$ cat src/rtl/core/rrs_pkg.sv
package rrs_pkg;

	localparam int NPROC      = 8;
	localparam int NTHR       = 8;
	localparam int PIDX_W     = 3;
	localparam int TIDX_W     = 3;
	localparam int SLOT_W     = PIDX_W + TIDX_W;
	localparam int NSLOTS     = NPROC * NTHR;
	localparam int CNT_W      = 4;
	localparam int DUR_W      = 24;
	localparam int DIR_W      = 32;
	localparam int PER_W      = 16;
	localparam logic [PER_W-1:0] PERIOD_RESET = 16'd50;

	localparam logic [1:0] MODE_TICK   = 2'd0;
	localparam logic [1:0] MODE_NEWPROC = 2'd1;
	localparam logic [1:0] MODE_NEWTHR = 2'd2;
	localparam logic [1:0] MODE_SLEEP  = 2'd3;

	localparam logic [1:0] ST_OK    = 2'd0;
	localparam logic [1:0] ST_FULL  = 2'd1;
	localparam logic [1:0] ST_NORDY = 2'd2;
	localparam logic [1:0] ST_BADIX = 2'd3;

	typedef struct packed {
		logic [1:0]        mode;
		logic [PIDX_W-1:0] process_index;
		logic [TIDX_W-1:0] thread_index;
		logic [DUR_W-1:0]  duration;
		logic [DIR_W-1:0]  directory_base;
	} req_t;

	typedef struct packed {
		logic [1:0]        status;
		logic              switched;
		logic [PIDX_W-1:0] sel_process;
		logic [TIDX_W-1:0] sel_thread;
		logic [DIR_W-1:0]  directory_out;
	} res_t;

endpackage

$ cat src/rtl/core/rrs_ram.sv
module rrs_ram #(
	parameter int WIDTH = 8,
	parameter int DEPTH = 64,
	parameter int AW    = $clog2(DEPTH)
) (
	input  logic             clk,
	input  logic             arst_n,
	input  logic             we,
	input  logic [AW-1:0]    waddr,
	input  logic [WIDTH-1:0] wdata,
	input  logic [AW-1:0]    raddr,
	output logic [WIDTH-1:0] rdata
);

	logic [WIDTH-1:0] mem [DEPTH];
	logic [DEPTH-1:0] vld_q;
	logic [WIDTH-1:0] rd_q;
	logic             rv_q;

	// entries read as zero until first written
	always_ff @(posedge clk or negedge arst_n) begin
		if (!arst_n) begin
			vld_q <= '0;
			rv_q  <= 1'b0;
		end else begin
			rv_q <= vld_q[raddr];
			if (we) vld_q[waddr] <= 1'b1;
		end
	end

	always_ff @(posedge clk) begin
		if (we) mem[waddr] <= wdata;
		rd_q <= mem[raddr];
	end

	assign rdata = rv_q ? rd_q : '0;

endmodule

$ cat src/rtl/core/rrs_seq.sv
module rrs_seq (
	input  logic                clk,
	input  logic                arst_n,
	input  logic                cfg_wr_en,
	input  logic [15:0]         cfg_wr_data,
	input  logic                start,
	input  rrs_pkg::req_t       req,
	output logic                idle,
	output logic                res_valid,
	input  logic                res_take,
	output rrs_pkg::res_t       res
);
	import rrs_pkg::*;

	localparam logic [3:0] S_IDLE = 4'd0;
	localparam logic [3:0] S_V0   = 4'd1;
	localparam logic [3:0] S_V1   = 4'd2;
	localparam logic [3:0] S_V2   = 4'd3;
	localparam logic [3:0] S_V3   = 4'd4;
	localparam logic [3:0] S_SWP  = 4'd5;
	localparam logic [3:0] S_DIV  = 4'd6;
	localparam logic [3:0] S_SRD  = 4'd7;
	localparam logic [3:0] S_SWR  = 4'd8;
	localparam logic [3:0] S_DONE = 4'd9;

	logic [3:0]        state_q;
	logic [PER_W-1:0]  per_q;
	logic [PIDX_W-1:0] ph_q;
	logic [CNT_W-1:0]  pc_q;
	logic [PIDX_W-1:0] pring_q [NPROC];
	logic [DIR_W-1:0]  root_q [NPROC];
	logic [TIDX_W-1:0] th_q [NPROC];
	logic [CNT_W-1:0]  tc_q [NPROC];
	logic [SLOT_W-1:0] cur_q;
	logic [5:0]        visit_q;
	logic [6:0]        idx_q;
	logic [PIDX_W-1:0] p_q;
	logic [TIDX_W-1:0] t_q;
	logic [PIDX_W-1:0] pi_q;
	logic [TIDX_W-1:0] ti_q;
	logic [DUR_W-1:0]  dur_q;
	logic [DUR_W-1:0]  sh_q;
	logic [DUR_W-1:0]  d_q;
	logic [PER_W-1:0]  rem_q;
	logic [4:0]        cnt_q;
	res_t              res_q;

	logic              tr_we, sl_we;
	logic [SLOT_W-1:0] tr_waddr, tr_raddr, sl_waddr, sl_raddr;
	logic [TIDX_W-1:0] tr_wdata, tr_rdata;
	logic [DUR_W-1:0]  sl_wdata, sl_rdata;

	logic [PIDX_W-1:0] p0;
	logic              np_ok, nt_bad, nt_full, sl_bad;
	logic [PER_W:0]    r2, r2s;
	logic [DUR_W-1:0]  dec;

	assign p0      = (pc_q > 4'd1) ? pring_q[ph_q + 3'd1] : pring_q[ph_q];
	assign np_ok   = !pc_q[3];
	assign nt_bad  = {1'b0, req.process_index} >= pc_q;
	assign nt_full = tc_q[req.process_index][3];
	assign sl_bad  = nt_bad || ({1'b0, req.thread_index} >= tc_q[req.process_index]);
	assign r2      = {rem_q, sh_q[DUR_W-1]};
	assign r2s     = (r2 >= {1'b0, per_q}) ? r2 - {1'b0, per_q} : r2;
	assign dec     = (sl_rdata > {8'd0, per_q}) ? sl_rdata - {8'd0, per_q} : '0;

	always_comb begin
		tr_we = 1'b0; tr_waddr = '0; tr_wdata = '0; tr_raddr = '0;
		sl_we = 1'b0; sl_waddr = '0; sl_wdata = '0; sl_raddr = '0;
		unique case (state_q)
			S_IDLE: begin
				if (start && req.mode == MODE_NEWPROC && np_ok) begin
					tr_we = 1'b1; tr_waddr = {pc_q[2:0], 3'd0};
					sl_we = 1'b1; sl_waddr = {pc_q[2:0], 3'd0};
				end else if (start && req.mode == MODE_NEWTHR && !nt_bad && !nt_full) begin
					tr_we    = 1'b1;
					tr_waddr = {req.process_index,
						th_q[req.process_index] + tc_q[req.process_index][2:0]};
					tr_wdata = tc_q[req.process_index][2:0];
					sl_we    = 1'b1;
					sl_waddr = {req.process_index, tc_q[req.process_index][2:0]};
				end
			end
			S_V0: tr_raddr = {p0, th_q[p0]};
			S_V1: begin
				if (tc_q[p_q] > 4'd1) begin
					tr_we    = 1'b1;
					tr_waddr = {p_q, th_q[p_q] + tc_q[p_q][2:0]};
					tr_wdata = tr_rdata;
					tr_raddr = {p_q, th_q[p_q] + 3'd1};
				end else begin
					sl_raddr = {p_q, tr_rdata};
				end
			end
			S_V2: sl_raddr = {p_q, tr_rdata};
			S_SWP: begin
				sl_raddr = idx_q[5:0];
				if (idx_q != 7'd0) begin
					sl_we    = 1'b1;
					sl_waddr = idx_q[5:0] - 6'd1;
					sl_wdata = dec;
				end
			end
			S_SRD: sl_raddr = {pi_q, ti_q};
			S_SWR: begin
				if (sl_rdata < d_q) begin
					sl_we = 1'b1; sl_waddr = {pi_q, ti_q}; sl_wdata = d_q;
				end
			end
			default: ;
		endcase
	end

	rrs_ram #(.WIDTH(TIDX_W), .DEPTH(NSLOTS)) u_tr (
		.clk(clk), .arst_n(arst_n), .we(tr_we), .waddr(tr_waddr),
		.wdata(tr_wdata), .raddr(tr_raddr), .rdata(tr_rdata)
	);

	rrs_ram #(.WIDTH(DUR_W), .DEPTH(NSLOTS)) u_sl (
		.clk(clk), .arst_n(arst_n), .we(sl_we), .waddr(sl_waddr),
		.wdata(sl_wdata), .raddr(sl_raddr), .rdata(sl_rdata)
	);

	always_ff @(posedge clk or negedge arst_n) begin
		if (!arst_n) begin
			state_q <= S_IDLE;
			per_q   <= PERIOD_RESET;
			ph_q    <= '0;
			pc_q    <= 4'd1;
			cur_q   <= '0;
			visit_q <= '0;
			idx_q   <= '0;
			cnt_q   <= '0;
			for (int i = 0; i < NPROC; i++) begin
				pring_q[i] <= '0;
				root_q[i]  <= '0;
				th_q[i]    <= '0;
				tc_q[i]    <= (i == 0) ? 4'd1 : 4'd0;
			end
		end else begin
			if (cfg_wr_en) per_q <= cfg_wr_data;
			unique case (state_q)
				S_IDLE: begin
					if (start) begin
						pi_q  <= req.process_index;
						ti_q  <= req.thread_index;
						dur_q <= req.duration;
						unique case (req.mode)
							MODE_TICK: begin
								res_q   <= '0;
								visit_q <= '0;
								state_q <= S_V0;
							end
							MODE_NEWPROC: begin
								if (!np_ok) begin
									res_q <= {ST_FULL, 1'b0, 3'd0, 3'd0, {DIR_W{1'b0}}};
								end else begin
									root_q[pc_q[2:0]]         <= req.directory_base;
									pring_q[ph_q + pc_q[2:0]] <= pc_q[2:0];
									th_q[pc_q[2:0]]           <= '0;
									tc_q[pc_q[2:0]]           <= 4'd1;
									pc_q                      <= pc_q + 4'd1;
									res_q <= {ST_OK, 1'b0, pc_q[2:0], 3'd0, {DIR_W{1'b0}}};
								end
								state_q <= S_DONE;
							end
							MODE_NEWTHR: begin
								if (nt_bad) begin
									res_q <= {ST_BADIX, 1'b0, 3'd0, 3'd0, {DIR_W{1'b0}}};
								end else if (nt_full) begin
									res_q <= {ST_FULL, 1'b0, 3'd0, 3'd0, {DIR_W{1'b0}}};
								end else begin
									tc_q[req.process_index] <= tc_q[req.process_index] + 4'd1;
									res_q <= {ST_OK, 1'b0, req.process_index,
										tc_q[req.process_index][2:0], {DIR_W{1'b0}}};
								end
								state_q <= S_DONE;
							end
							MODE_SLEEP: begin
								if (sl_bad) begin
									res_q   <= {ST_BADIX, 1'b0, 3'd0, 3'd0, {DIR_W{1'b0}}};
									state_q <= S_DONE;
								end else if (per_q == '0) begin
									res_q   <= '0;
									d_q     <= req.duration;
									state_q <= S_SRD;
								end else begin
									res_q   <= '0;
									rem_q   <= '0;
									sh_q    <= req.duration;
									cnt_q   <= '0;
									state_q <= S_DIV;
								end
							end
							default: res_q <= '0;
						endcase
					end
				end
				S_V0: begin
					if (pc_q > 4'd1) begin
						pring_q[ph_q + pc_q[2:0]] <= pring_q[ph_q];
						ph_q <= ph_q + 3'd1;
					end
					p_q <= p0;
					if (tc_q[p0] == '0) begin
						if (visit_q == 6'd63) begin
							res_q.status <= ST_NORDY;
							idx_q        <= '0;
							state_q      <= S_SWP;
						end else begin
							visit_q <= visit_q + 6'd1;
						end
					end else begin
						state_q <= S_V1;
					end
				end
				S_V1: begin
					if (tc_q[p_q] > 4'd1) begin
						th_q[p_q] <= th_q[p_q] + 3'd1;
						state_q   <= S_V2;
					end else begin
						t_q     <= tr_rdata;
						state_q <= S_V3;
					end
				end
				S_V2: begin
					t_q     <= tr_rdata;
					state_q <= S_V3;
				end
				S_V3: begin
					if (sl_rdata == '0) begin
						cur_q          <= {p_q, t_q};
						res_q.switched <= ({p_q, t_q} != cur_q);
						idx_q          <= '0;
						state_q        <= S_SWP;
					end else if (visit_q == 6'd63) begin
						res_q.status <= ST_NORDY;
						idx_q        <= '0;
						state_q      <= S_SWP;
					end else begin
						visit_q <= visit_q + 6'd1;
						state_q <= S_V0;
					end
				end
				S_SWP: begin
					if (idx_q == 7'(NSLOTS)) begin
						res_q   <= {res_q.status, res_q.switched,
							cur_q[SLOT_W-1:TIDX_W], cur_q[TIDX_W-1:0],
							root_q[cur_q[SLOT_W-1:TIDX_W]]};
						state_q <= S_DONE;
					end else begin
						idx_q <= idx_q + 7'd1;
					end
				end
				S_DIV: begin
					rem_q <= r2s[PER_W-1:0];
					sh_q  <= {sh_q[DUR_W-2:0], 1'b0};
					cnt_q <= cnt_q + 5'd1;
					if (cnt_q == 5'(DUR_W - 1)) begin
						d_q     <= dur_q - {8'd0, r2s[PER_W-1:0]};
						state_q <= S_SRD;
					end
				end
				S_SRD: state_q <= S_SWR;
				S_SWR: state_q <= S_DONE;
				S_DONE: if (res_take) state_q <= S_IDLE;
				default: state_q <= S_IDLE;
			endcase
		end
	end

	assign idle      = (state_q == S_IDLE);
	assign res_valid = (state_q == S_DONE);
	assign res       = res_q;

	a_pc_range: assert property (@(posedge clk) disable iff (!arst_n)
		pc_q >= 4'd1 && pc_q <= 4'(NPROC))
		else $error("process count out of range");
	a_done_hold: assert property (@(posedge clk) disable iff (!arst_n)
		res_valid && !res_take |=> res_valid && $stable(res_q))
		else $error("result dropped before transfer");
	a_sweep_len: assert property (@(posedge clk) disable iff (!arst_n)
		state_q == S_SWP |-> idx_q <= 7'(NSLOTS))
		else $error("sweep index overrun");
	a_no_start_busy: assert property (@(posedge clk) disable iff (!arst_n)
		start |-> idle)
		else $error("start while busy");

endmodule

$ cat src/rtl/core/two_level_round_robin_sleep_scheduler.sv
// Two-level round-robin thread scheduler with per-thread sleep timers. Items
// are handled one at a time. A tick (mode 0) visits processes in ring order
// (state V0 alone for a process without threads, V0, V1 and V3 for a process
// with a single thread, V0 through V3 otherwise), stopping at the first
// thread whose sleep counter is zero or after 64 visits, then sweeps all 64
// sleep counters through the sleep memory. Create process and create thread
// go straight to the result. Sleep runs the one-bit-a-cycle remainder unit
// that rounds the duration down to whole periods (skipped when the period
// is zero). With no ready thread the tick reports status 2 and keeps the
// current thread. A new item is taken as soon as the previous result sits in
// the output register. switch_period_ms is to be written through
// cfg_wr_en/cfg_wr_data only while idle; the block does not enforce this.
module two_level_round_robin_sleep_scheduler (
	input  logic        clk,
	input  logic        arst_n,
	input  logic        cfg_wr_en,
	input  logic [15:0] cfg_wr_data,
	input  logic        in_valid,
	output logic        in_ready,
	input  logic [1:0]  mode,
	input  logic [2:0]  process_index,
	input  logic [2:0]  thread_index,
	input  logic [23:0] duration,
	input  logic [31:0] directory_base,
	output logic        out_valid,
	input  logic        out_ready,
	output logic [1:0]  status,
	output logic        switched,
	output logic [2:0]  sel_process,
	output logic [2:0]  sel_thread,
	output logic [31:0] directory_out
);
	import rrs_pkg::*;

	req_t req;
	res_t res, out_q;
	logic idle, res_valid, res_take, out_valid_q;

	// gather the input fields for the sequencer
	assign req = '{mode: mode, process_index: process_index,
		thread_index: thread_index, duration: duration,
		directory_base: directory_base};

	// input transfer only while the sequencer is free
	assign in_ready = idle;

	rrs_seq u_seq (
		.clk(clk), .arst_n(arst_n),
		.cfg_wr_en(cfg_wr_en), .cfg_wr_data(cfg_wr_data),
		.start(in_valid && idle), .req(req),
		.idle(idle), .res_valid(res_valid), .res_take(res_take), .res(res)
	);

	// result register parts the sequencer from the output side
	assign res_take = res_valid && (!out_valid_q || out_ready);

	always_ff @(posedge clk or negedge arst_n) begin
		if (!arst_n) begin
			out_valid_q <= 1'b0;
		end else if (res_take) begin
			out_valid_q <= 1'b1;
		end else if (out_ready) begin
			out_valid_q <= 1'b0;
		end
	end

	always_ff @(posedge clk) begin
		if (res_take) out_q <= res;
	end

	assign out_valid     = out_valid_q;
	assign status        = out_q.status;
	assign switched      = out_q.switched;
	assign sel_process   = out_q.sel_process;
	assign sel_thread    = out_q.sel_thread;
	assign directory_out = out_q.directory_out;

endmodule

$ cat config.mk
export PLATFORM = sky130hd
export DESIGN_NAME = two_level_round_robin_sleep_scheduler
export DESIGN_NICKNAME = d
export VERILOG_FILES = /design/src/rtl/core/rrs_pkg.sv /design/src/rtl/core/rrs_ram.sv /design/src/rtl/core/rrs_seq.sv /design/src/rtl/core/two_level_round_robin_sleep_scheduler.sv
export SDC_FILE = /design/constraint.sdc
export NUM_CORES = 2
export LEC_CHECK = 0
export ABC_AREA = 1
export BUFFER_PORTS_ARGS = -buffer_cell sky130_fd_sc_hd__buf_2
export CAP_MARGIN = 20
export CORE_MARGIN = 5
export CORE_UTILIZATION = 35
export CTS_BUF_LIST = sky130_fd_sc_hd__clkbuf_4 sky130_fd_sc_hd__clkbuf_8
export CTS_CLUSTER_DIAMETER = 60
export DETAILED_ROUTE_END_ITERATION = 8
export HOLD_SLACK_MARGIN = 0.12
export SYNTH_ARGS = -nofsm -noshare
export SYNTH_HDL_FRONTEND = slang
export SYNTH_SLANG_ARGS = --single-unit
$ cat constraint.sdc
create_clock -name clk -period 7.1 [get_ports clk]
set_clock_uncertainty 0.15 [all_clocks]
set_input_delay 0.355 -clock clk [delete_from_list [all_inputs] [get_ports clk]]
set_output_delay 0.355 -clock clk [all_outputs]
set_load 0.02 [all_outputs]
# Word level (Yosys, flattened, before mapping)
# Memory sizes are Yosys's and may differ from the RTL's. A register that Yosys moved wholly into a read port is not among the register bits.
# Index checks and enable logic that the tools add are counted.
[op_classes]
addsub = 14
n_reduce_logical = 55
magnitude_cmp = 25
bitwise = 17
muxes = 166
n_eq_ne = 38
[ops]
columns = ["cell", "n"]
rows = [
  ["24-bit 2-to-1 mux", 21],
  ["256-bit bitwise mux", 1],
  ["24-bit case mux with 2 select lines", 5],
  ["32-bit 2-to-1 mux", 6],
  ["41-bit case mux with 4 select lines", 1],
  ["64-bit OR", 2],
  ["41-bit 2-to-1 mux", 3],
  ["32-bit binary-select mux with 3-bit select", 1],
  ["32-bit demux with 3-bit select", 1],
  ["6-bit 2-to-1 mux", 14],
  ["16-bit 2-to-1 mux", 5],
  ["40-bit 2-to-1 mux", 2],
  ["38-bit case mux with 2 select lines", 1],
  ["24-bit bitwise mux", 3],
  ["3-bit 2-to-1 mux", 22],
  ["4-bit 2-to-1 mux", 16],
  ["32-bit case mux with 2 select lines", 1],
  ["24-bit AND", 2],
  ["24-bit inverter", 2],
  ["24-bit by 16-bit subtractor with 24-bit output", 2],
  ["3-bit binary-select mux with 3-bit select", 5],
  ["4-bit case mux with 10 select lines", 1],
  ["38-bit 2-to-1 mux", 1],
  ["4-bit binary-select mux with 3-bit select", 3],
  ["other kinds (70)", 194],
]
[totals]
elab_cells = 381
inputBits = 85
out_inout_bits = 43
mem_bits_rw = 1728
ff_bits = 700
mem_count = 2
[memory_table]
columns = ["memory", "words", "width", "read_ports", "rd_ports_with_merged_regs", "wr", "line_no", "rtl"]
rows = [
  ["u_seq.u_sl.mem", 64, 24, 1, 1, 1, "rrs_ram.sv:15", "logic [WIDTH-1:0] mem [DEPTH];"],
  ["u_seq.u_tr.mem", 64, 3, 1, 1, 1, "rrs_ram.sv:15", ""],
]

# Longest topological paths before layout
[depth]
depth_word = 14
depth_mapped = 32
ltp_nobuf = 31

# Hierarchy
# A second synthesis with hierarchy kept.
[hier_totals]
hier_cells = 10348
hier_area_um2 = 107734.6
[modules_own_cells]
columns = ["mod", "instances", "seq_area_each_um2", "area_each_um2", "cells_per_inst"]
rows = [
  ["rrs_ram at u_seq.u_sl", 1, 48231.3, 66053.4, 5575],
  ["rrs_seq", 1, 13924.6, 29433.2, 3702],
  ["rrs_ram at u_seq.u_tr", 1, 7452.1, 10960.5, 1022],
  ["two_level_round_robin_sleep_scheduler", 1, 1256.2, 1287.5, 49],
]

# Least setup slack after synthesis
# Ideal clock, no wire load.
[synth_path]
path_type = "register -> register"
from = "register u_seq.u_sl.rv_q"
to = "memory u_seq.u_sl.mem[0][17] in the netlist's numbering (data pin)"
t_required_ns = 6.248
path_buffers = 3
slack_ns = 1.093
synth_period_minus_slack_ns = 6.007
stages_incl_launch_ff = 16
arrival_ns = 5.155
setup_ns = 0.702
cell_sequence = "dfrtp_1 > clkbuf_1 > clkbuf_1 > nand2_1 > inv_1 > ha_1 > a21oi_1 > o21ai_0 > a21oi_1 > o211ai_1 > a21oi_1 > nand2_1 > nor2_1 > inv_1 > clkbuf_1 > o21ai_0"
[synth_between]
elab_chain_len = 5
word_cells_on_any_way = 8
cone_classes = "1 x add/sub; 2 x order compare; 5 x mux"
[synth_lines]
columns = ["item", "line_no", "rtl"]
rows = [
  ["from (decl)", "rrs_ram.sv:18", "logic rv_q;"],
  ["from (signal assigned)", "rrs_ram.sv:26", "rv_q <= vld_q[raddr];"],
  ["24-bit 2-to-1 mux (*)", "rrs_ram.sv:36", "assign rdata = rv_q ? rd_q : '0;"],
  ["24-bit by 16-bit subtractor with 24-bit output or 24-bit by 16-bit greater-than comparator with 1-bit output (tied branches)", "rrs_seq.sv:65", "assign dec = (sl_rdata > {8'd0, per_q}) ? sl_rdata - {8'd0, per_q} : '0;"],
  ["24-bit 2-to-1 mux", "rrs_seq.sv:65", ""],
  ["24-bit 2-to-1 mux", "rrs_seq.sv:98", "if (idx_q != 7'd0) begin"],
  ["24-bit case mux with 2 select lines (*)", "rrs_seq.sv:70", "unique case (state_q)"],
  ["named net u_seq.sl_wdata[17]", "rrs_seq.sv:51", "logic [DUR_W-1:0] sl_wdata, sl_rdata;"],
  ["to (decl)", "rrs_ram.sv:15", ""],
]
# The timed path passes the listed nets; every way through them passes the cells marked *.

# Final worst setup path
[layout_path]
from = "register u_seq.p_q[0]"
to = "register u_seq.u_sl.rd_q[16] (read register of u_seq.u_sl.mem)"
[layout_between]
elab_chain_len = 7
[layout_lines]
columns = ["item", "line_no", "rtl"]
rows = [
  ["from (decl)", "rrs_seq.sv:37", "logic [PIDX_W-1:0] p_q;"],
  ["from (signal assigned)", "rrs_seq.sv:204", "p_q <= p0;"],
  ["3-bit inverter with 4-bit output (implied by the code)", "rrs_seq.sv:86", "if (tc_q[p_q] > 4'd1) begin"],
  ["4-bit binary-select mux with 3-bit select", "rrs_seq.sv:86", ""],
  ["4-bit 2-to-1 mux (implied by the code)", "rrs_seq.sv:86", ""],
  ["4-bit 2-to-1 mux", "-", ""],
  ["4-bit by 1-bit greater-than comparator with 1-bit output", "rrs_seq.sv:86", ""],
  ["6-bit 2-to-1 mux", "rrs_seq.sv:86", ""],
  ["6-bit case mux with 4 select lines (*)", "rrs_seq.sv:70", ""],
  ["to (decl)", "rrs_ram.sv:17", "logic [WIDTH-1:0] rd_q;"],
]
# Mark *: on every way between the ends. The rest lies on a longest branch, timed or not. The select of a mux whose other input is x is not followed.
# A chain may end at the register's enable or synchronous reset.

==> impl_metrics.toml <==
[cells_and_area]
area_growth_pct = 14.2
layout.cells.most_common_list = "nand2_1 (1967), edfxtp_1 (1910), inv_1 (1686)"
multi_input_area_mm2 = 0.0319
seqCellArea_mm2 = 0.0709
drive_gt1_share_pct = 10.4
fillers = 30583
fin_nets = 11407
final_common_cell = "nand2_1"

[outcome]
status = "complete, no violations"

[power]
ir_drop_v = 0.000308
power_density_mw_per_mm2 = 339
p_leak_nw = 50.7

[detailed_routing]
wl_per_cell_um = 21.2
drtAntennaViolNets = 0
totalWireLength_um = 333000
drtIter0Drc = 9448
drc = 0
drt-vias-per-instance = 5.27
dr.pass1.iters = 6
vias = 82943

[clocking]
htree_levels = 5
cts_setup_buffers = 0
cts_buffers = 408
cts_root_buf = "clkbuf_8"
cts_tree = "yes"
cts_sinks = 2455
clk_pin_slew_worst_paths_ps = 70
clk_path_buf_depth = 4
holdBufCountCts = 181
worstSkewPairLatency_ps = 1030
cts_resized = 0

[die]
coreArea_mm2 = 0.318
ios = 128
dieWidth_um = 574
initial_utilization_pct = 35.1
die_area_mm2 = 0.330
fp.dieH_um = 574
fp-row-count = 207

[min_path]
hold_class = "input pin to flip-flop"

[setup_path]
startpoint = "u_seq.p_q[0]$_DFFE_PP_"
ff2ff_path_depth = 20
r2r_end = "u_seq.u_sl.rd_q[16]$_DFF_P_"
cp_slowest_stage_delay_ps = 950
startpoint_type = "flip-flop"
critical_path_class = "flip-flop to flip-flop"
critPathSlowestCell = "edfxtp_1"
critPathMostFrequentCell = "nand3_1"
cp_cell_sequence = "inv_2 > nand3_2 > nor2_1 > nor2_1 > o21ai_1 > nor2_1 > nand3_2 > inv_2 > nand3_4 > nand3_4 > buf_12 > buf_4 > buf_4 > nand2_1 > o211ai_1 > nand3_1 > nand3_1 > nand3_1 > nand3_1 > nand2_1"
r2r_slack_ps = 1100
crit_end = "u_seq.u_sl.rd_q[16]$_DFF_P_"
r2r-start = "u_seq.p_q[0]$_DFFE_PP_"
crit_fanout = 47
end_kind = "flip-flop"
worst_ep_arrival_time_ps = 6640
worstPathRequired_ps = 7730

[yosys]
syn_nets = 11123
synth_area_mm2 = 0.111
synth-seq-area-share_pct = 63.6
yosysTopAreaCell = "edfxtp_1"
yosys_register_bits = 2455
synthTopCellsByArea = "edfxtp_1 (51%), dfrtp_1 (12%), nand2_1 (6.7%)"
synth.distinct_cells = 65
avgSynthCellArea_um2 = 10.2
synth_top_cell_area_share_pct = 51.5
yosys_most_used_dff = "edfxtp_1"
yosysWarnings = 0
syn_inst = 10949
async_flop_share_pct = 21.1
synth-edff-count = 1910

[sta]
grt_setup_unrepaired = "false"
setup_viol = 0
hold_viol = 0
fin_crit_sh_pct = 84.6
slew_viol_final = 0
finalCriticalPeriod_ps = 6000
slew-limit-headroom_pct = 22.5
worst_pin_slew_ps = 1160
fmax_mhz = 167
finalSetupTns_ps = 0
layout_setup_ws_ps = 1100

[global_routing]
grt_pass1_vias = 78293
grt_pass1_wl_um = 500000
grt-ovfl-total = 0
grt_max_degree = 167
track_usage_pct = 19.5
grt_antenna_before_repair = 12

[job]
cap_violations = 0

[placed_design]
port_buffers = 127
place_hpwl_um = 192000
gp_congestion = 0.912
pre_cts_slack_ps = 1300
-- logic make-up after synthesis --
group	count (synthesis)	share of synthesized area, %
multiplexers	14	0.129
flip-flops	2455	63.6
buffers and inverters	2375	8.39
adder cells (fa/ha/maj)	89	1.04
AO/OA/AOI/OAI	1658	9.26
AND/OR/NAND/NOR	4313	17.3
XOR/XNOR	45	0.354
-- power by group --
part | internal [W] | leakage [nW] | switching (W)
sequential | 0.0168 | 24.4 | 0.000528
clock | 0.00695 | 4.41 | 0.00580
combinational | 0.00352 | 21.9 | 0.00958
total | 0.0273 | 50.7 | 0.0159
-- flip-flops by register name (all words and copies together) (netlist names), 6 cells and up --
name	count
directory_out	32
u_seq.cur_q	6
u_seq.d_q	24
u_seq.dur_q	24
u_seq.idx_q	7
u_seq.per_q	16
u_seq.pring_q	24
u_seq.rem_q	16
u_seq.res	41
u_seq.root_q	256
u_seq.sh_q	24
u_seq.tc_q	32
u_seq.th_q	24
u_seq.u_sl.mem	1536
u_seq.u_sl.rd_q	24
u_seq.u_sl.vld_q	64
u_seq.u_tr.mem	192
u_seq.u_tr.vld_q	64
u_seq.visit_q	6
-- cells in the mapped netlist, types with 3 or more instances --
library cell and count:
clkbuf_1 346, a21o_1 4, a21oi_1 144, o21ai_0 638, o2111ai_1 3, dfrtp_1 513, dfxtp_1 27, edfxtp_1 1910
inv_1 1692, a21boi_0 6, fa_1 6, o31ai_1 8, xnor2_1 13, nor2_4 4, or2_2 4, o22ai_1 123
o21ai_1 37, mux2i_1 11, o41ai_1 8, o211ai_1 567, dfstp_2 5, a22oi_1 11, ha_1 83, nor3_1 23
a211oi_1 5, a221oi_1 13, o21bai_1 29, o21a_1 4, nand3_2 10, a31oi_1 13, nand2_1 1978, inv_2 24
nand4_1 389, nor2_2 5, nand3_1 1408, xor2_1 32, nor4_1 14, buf_2 249, buf_1 37, nand3b_1 25
buf_6 8, buf_4 17, o32ai_1 33, nor2_1 444, mux2_2 3
-- layout make-up --
class / instances / area share [%]
repair buffers: 531 / 3.58
multi-input cells: 6119 / 25.1
diodes: 8 / 0.0157
flip-flops and latches: 2455 / 55.6
clock buffers: 591 / 5.67
clock inverters: 145 / 0.822
inverters: 1718 / 5.08
well taps: 4180 / 4.11
-- worst max-delay path: cells and delay by family (launching register included) --
family | cells | cell delay, ps
AOI/OAI and AO/OA | 2 | 150
DFF | 1 | 950
buffers and inverters | 5 | 1430
and+or+nand+nor | 13 | 3060
-- routing by layer --
layer | vias to the layer above | part of all wire [%] | GRT usage (%)
met3 | 574 | 8.7 | 3.69
met1 | 40395 | 43 | 27.6
met2 | 3561 | 45 | 30.4
li1 | 38409 | - | -
met4 | 4 | 2.8 | 5.88
met5 | - | 0.0066 | 0
-- per-stage QoR --
step	cell area, µm²	total power, W	hold slack, ps	cells	utilization, %
global route	127000	0.0452	119	15743	40.1
finish	127000	0.0432	180	15747	40.1
floorplan	111000	0.0255	-90.6	10949	-
global placement	117000	0.0303	120	14817	36.9
CTS	127000	0.0432	121	15739	40.1
detailed placement	117000	0.0304	116	14822	36.9
-- worst min path at each step --
stage / from / to / cells past startpoint
2_1_floorplan: arst_n / out_valid$_DFFE_PN0P_ / 0
3_3_place_gp: arst_n / u_seq.root_q[9]$_DFFE_PN0P_ / 1
3_5_place_dp: arst_n / u_seq.root_q[9]$_DFFE_PN0P_ / 1
4_1_cts: duration[18] / u_seq.dur_q[18]$_DFFE_PP_ / 2
5_1_grt: duration[18] / u_seq.dur_q[18]$_DFFE_PP_ / 2
6_report: duration[18] / u_seq.dur_q[18]$_DFFE_PP_ / 2
No activity file was read; power rests on OpenSTA's default activity.
